===== src/rtl/sia_pkg.sv =====
// Package with types, codes and parameters shared by the integer ALU modules.
package sia_pkg;

    localparam int unsigned DataWidth   = 64;
    localparam int unsigned QueueDepth  = 4;
    localparam int unsigned DivPipe     = 64;

    typedef enum logic [3:0] {
        OP_ADD  = 4'd0,
        OP_SUB  = 4'd1,
        OP_MUL  = 4'd2,
        OP_DIV  = 4'd3,
        OP_MOD  = 4'd4,
        OP_AND  = 4'd5,
        OP_OR   = 4'd6,
        OP_XOR  = 4'd7,
        OP_SHL  = 4'd8,
        OP_SHR  = 4'd9,
        OP_NEG  = 4'd10,
        OP_NOT  = 4'd11
    } op_t;

    typedef struct packed {
        logic [3:0]         operation;
        logic signed [63:0] operand_a;
        logic signed [63:0] operand_b;
    } in_word_t;

    typedef struct packed {
        logic signed [63:0] result;
        logic               divide_by_zero;
    } out_word_t;

    // Operation class decided by the front end.
    typedef enum logic [1:0] {
        CLS_SIMPLE = 2'd0,
        CLS_MUL    = 2'd1,
        CLS_DIV    = 2'd2
    } cls_t;

    typedef struct packed {
        cls_t               cls;
        logic               want_mod;
        logic               zero_div;
        logic               min_neg1;
        logic signed [63:0] a;
        logic signed [63:0] b;
        logic [63:0]        simple;
    } cmd_t;

endpackage


===== src/rtl/sia_queue.sv =====
// Small FIFO between front end and back end.
module sia_queue #(
    parameter int unsigned Depth = sia_pkg::QueueDepth
) (
    input  logic          clk,
    input  logic          rst_n,
    input  logic          push,
    input  sia_pkg::cmd_t push_data,
    output logic          full,
    input  logic          pop,
    output sia_pkg::cmd_t pop_data,
    output logic          empty
);
    localparam int unsigned AW = (Depth > 1) ? $clog2(Depth) : 1;

    sia_pkg::cmd_t   mem_reg [Depth];
    logic [AW-1:0]   wp_reg, wp_next, rp_reg, rp_next;
    logic [AW:0]     cnt_reg, cnt_next;

    assign full     = (cnt_reg == (AW+1)'(Depth));
    assign empty    = (cnt_reg == '0);
    assign pop_data = mem_reg[rp_reg];

    always_comb
    begin
        wp_next  = wp_reg;
        rp_next  = rp_reg;
        cnt_next = cnt_reg;
        if (push)
            wp_next = (wp_reg == AW'(Depth - 1)) ? '0 : wp_reg + 1'b1;
        if (pop)
            rp_next = (rp_reg == AW'(Depth - 1)) ? '0 : rp_reg + 1'b1;
        if (push && !pop)
            cnt_next = cnt_reg + 1'b1;
        else if (pop && !push)
            cnt_next = cnt_reg - 1'b1;
    end

    always_ff @(posedge clk or negedge rst_n)
    begin
        if (!rst_n)
        begin
            wp_reg  <= '0;
            rp_reg  <= '0;
            cnt_reg <= '0;
        end
        else
        begin
            wp_reg  <= wp_next;
            rp_reg  <= rp_next;
            cnt_reg <= cnt_next;
        end
    end

    always_ff @(posedge clk)
    begin
        if (push)
            mem_reg[wp_reg] <= push_data;
    end

    cnt_range: assert property (@(posedge clk) disable iff (!rst_n)
        cnt_reg <= (AW+1)'(Depth))
        else $error("queue count overflow");
    no_push_full: assert property (@(posedge clk) disable iff (!rst_n)
        full && !pop |-> !push)
        else $error("push into full queue");
    no_pop_empty: assert property (@(posedge clk) disable iff (!rst_n)
        empty |-> !pop)
        else $error("pop from empty queue");
endmodule


===== config.mk =====
export PLATFORM = sky130hd
export DESIGN_NAME = sia_queue
export DESIGN_NICKNAME = d
export VERILOG_FILES = /design/src/rtl/sia_pkg.sv /design/src/rtl/sia_queue.sv
export SDC_FILE = /design/constraint.sdc
export NUM_CORES = 1
export LEC_CHECK = 0
export BUFFER_PORTS_ARGS = -buffer_cell sky130_fd_sc_hd__buf_2
export CELL_PAD_IN_SITES_DETAIL_PLACEMENT = 1
export CELL_PAD_IN_SITES_GLOBAL_PLACEMENT = 2
export CORE_MARGIN = 10
export CORE_UTILIZATION = 49
export DETAILED_ROUTE_END_ITERATION = 6
export PLACE_DENSITY_LB_ADDON = 0.08
export SLEW_MARGIN = 5
export SYNTH_ARGS = -nofsm -noshare
export SYNTH_HDL_FRONTEND = slang
export SYNTH_SLANG_ARGS = --single-unit

===== constraint.sdc =====
create_clock -name clk -period 10.7 [get_ports clk]
set_input_delay 0.535 -clock clk [delete_from_list [all_inputs] [get_ports clk]]
set_output_delay 0.535 -clock clk [all_outputs]
set_load 0.005 [all_outputs]

==> reports/metrics.cfg <==
[run_status]
outcome = finished clean

[floorplanning]
coreArea_um2 = 57900
start_util_pct = 49.8
rows = 88
dieArea_um2 = 68900
io_pins = 400
die_height_um = 262
dieWidth_um = 262

[grt]
grt_pass1_vias = 14187
grt_pass1_wl_um = 95800
grt_usage_pct = 18.6
antenna_found_initial = 25
grt_max_degree = 68
gr-total-overflow = 0

[critical_path]
cp_slowest_cell = buf_4
slowest_delay_ns = 0.88
startpoint_type = flop
path_cells = buf_4, buf_4, mux4_2, buf_2
crit_fanout = 47
cp_data_arrival_time_ns = 4.04
critical_path_class = flop to output port
required_ns = 10.17
crit_path_end_kind = output port
r2r_cells = 5
path_common_cell = buf_4

[cells_and_area]
fillCellCount = 4912
multi_input_area_um2 = 4670
drive_above_1_share_pct = 46.4
area_growth_pct = 18.8
largest_reg_flops = 788
final_core_util_pct = 59.1
seq_area_um2 = 23800
nNetsFinal = 1731

[drt]
drt_iter0_drc = 920
routedWlPerCell_um = 27.2
drt-total-wl_um = 64200
num_vias = 12864
via_per_inst = 5.45
post-route-drc-count = 0
drt_pass1_iterations = 4
antenna_left = 0

[synthesis]
synth-compound-area-share_pct = 0.0347
synth_top_family_by_area = multiplexers
syn_avg_cell_area_um2 = 27.0
synth_cell_types = 20
synthCells = 1066
synth.net_count = 1274
synth_top_cell_by_area = edfxtp_1
synth.area.mux_share_pct = 15.5
synth-seq-cells = 795
synth_xor_area_share_pct = 0.0912
yosysWarnings = 0
synth_top_area_share_pct = 82.1
synth-simple-area-share_pct = 0.195
synthesis.area_um2 = 28800
synthTopCellsByArea = edfxtp_1 (82%), mux4_2 (15%), dfrtp_1 (0.61%), buf_6 (0.55%), buf_2 (0.40%)
synth_adder_area_share_pct = 0.330
ys_seq_area_share_pct = 82.7

[clock_tree]
cts_sinks = 795
cts.path.max_buffers = 3
htreeDepth = 3
cts_buffers = 80
cts_resized = 0
clk_latency_ns = 0.62
root_buffer = clkbuf_16
path_clk_slew_ns = 0.06
cts_tree = done

[pwr]
clkPwrFrac_pct = 29.3
p_leak_nw = 11.6
p_seq_share_pct = 44.5
swShare_pct = 27.7
p_int_mw = 6.74
powerDensity_nw_per_um2 = 272
net-switching-power_mw = 2.58
pwr-share-comb_pct = 26.2
vdd_drop_max_mv = 0.262

[timing]
drv_slew = 0
tightest_slew_ns = 1.04
hold_violations = 0
setup_viol = 0
rsz0062_at_grt = no
fin_tns_setup_ns = 0
fin_skew_ns = 0.0126
relSlewSlack_pct = 30.8
layout_min_cycle_time_ns = 4.58
max_freq_ghz = 0.219
finalCritPeriodShare_pct = 42.8

[place]
hpwl_um = 40900
place_congestion = 0.713
io_buffers = 399

[hold_path]
hp-class = input pin to flop
whs_path_depth = 1

[job]
maxCapViolations = 0

==> metal layers <==
| metal | global-route usage (%) | vias to the layer above | part of all wire (%) |
|---|---|---|---|
| li1 | - | 5571 | - |
| met1 | 23.4 | 6805 | 40 |
| met2 | 30.2 | 357 | 50 |
| met3 | 6.77 | 101 | 8.3 |
| met4 | 5.08 | 30 | 1.7 |
| met5 | 0 | - | 0.31 |
==> repair_timing <==
item,4_1_cts,5_1_grt
setup buffers,0,0
hold endpoints to repair,7,0
hold buffers,1,0
==> placed cells by master (no fill, tap or decap), types with 2 or more instances in the layout <==
master	netlist	routed
inv_6	0	3
dfrtp_1	7	5
ha_1	6	6
buf_2	23	399
nor2_1	3	3
buf_4	1	19
nand2_1	2	2
o21ai_0	2	2
and2_4	0	4
clkbuf_1	5	17
inv_1	4	4
bufinv_16	0	8
mux2_2	3	3
diode_2	0	8
clkinv_2	0	16
edfxtp_1	788	788
clkinv_1	0	16
dfrtp_4	0	2
clkbuf_16	0	83
mux4_2	197	197
xor2_1	2	2
==> final cells by class <==
class / instances / share of cell area (%)
Timing Repair Buffer: 419 / 6.28
Multi-Input combinational cell: 223 / 13.6
Inverter: 4 / 0.0439
Tap cell: 765 / 2.80
Sequential cell: 795 / 69.7
Clock buffer: 100 / 6.26
Clock inverter: 45 / 1.24
Antenna cell: 8 / 0.0585
==> critical path, delay by kind of cell (launching register included) <==
kind / cells / cell delay (ns)
multiplexers: 1 / 0.67
buffers and inverters: 3 / 1.78
flip-flops: 1 / 0.86
==> worst paths after layout <==
kind | from | end | slack [ns]
min in group asynchronous | rst_n | cnt_reg[0] | 0.31
min reg2reg | cnt_reg[2] | cnt_reg[2] | 0.49
max | rp_reg[0] | pop_data[99] | 6.12
max in group asynchronous | rst_n | rp_reg[0] | 10.18
min | push_data[47] | mem_reg[1][47] | 0.13
max reg2reg | wp_reg[0] | mem_reg[2][103] | 7.44
==> synth_stat cells <==
cell type	n
fa_1	1
buf_6	14
o21ai_0	2
buf_1	1
and2_1	4
nand2_1	2
mux2_2	3
xnor2_1	1
xor2_1	2
nor3b_1	1
dfrtp_1	7
buf_4	1
mux4_2	197
nor2_1	3
clkbuf_1	5
ha_1	6
nor3_1	1
buf_2	23
inv_1	4
edfxtp_1	788
==> metrics by stage <==
step                      std cells  power [mW]  setup slack [ns]  instance area [µm²]  hold WS [ns]
after global routing           2353        9.79              5.73                34200         0.101
final                          2359        9.31              6.12                34200         0.130
after global placement         2205        6.72              6.59                31600         0.399
after floorplan                1066        5.74              5.01                28800         0.239
after CTS                      2351        9.51              5.91                34200        0.0901
after detailed placement       2205        6.76              6.60                31600         0.404
==> logic make-up (layout without fill, tap and decap cells) <==
group,Yosys count,after routing
xor gates and xnor gates,3,3
adders and majority gates,7,7
DFF,795,795
other,0,8
muxes,200,200
buffers and inverters,48,568
and+or+nand+nor,11,11
AOI/OAI and AO/OA,2,2
==> power by group through the flow <==
stage	Combinational [mW]	Clock [mW]	Sequential [mW]
2_1_floorplan	1.51	0	4.23
3_3_place_gp	2.53	0	4.19
3_5_place_dp	2.53	0	4.22
4_1_cts	2.54	2.80	4.16
5_1_grt	2.66	2.93	4.20
6_report	2.44	2.73	4.15
(Power assumes the default switching activity.)
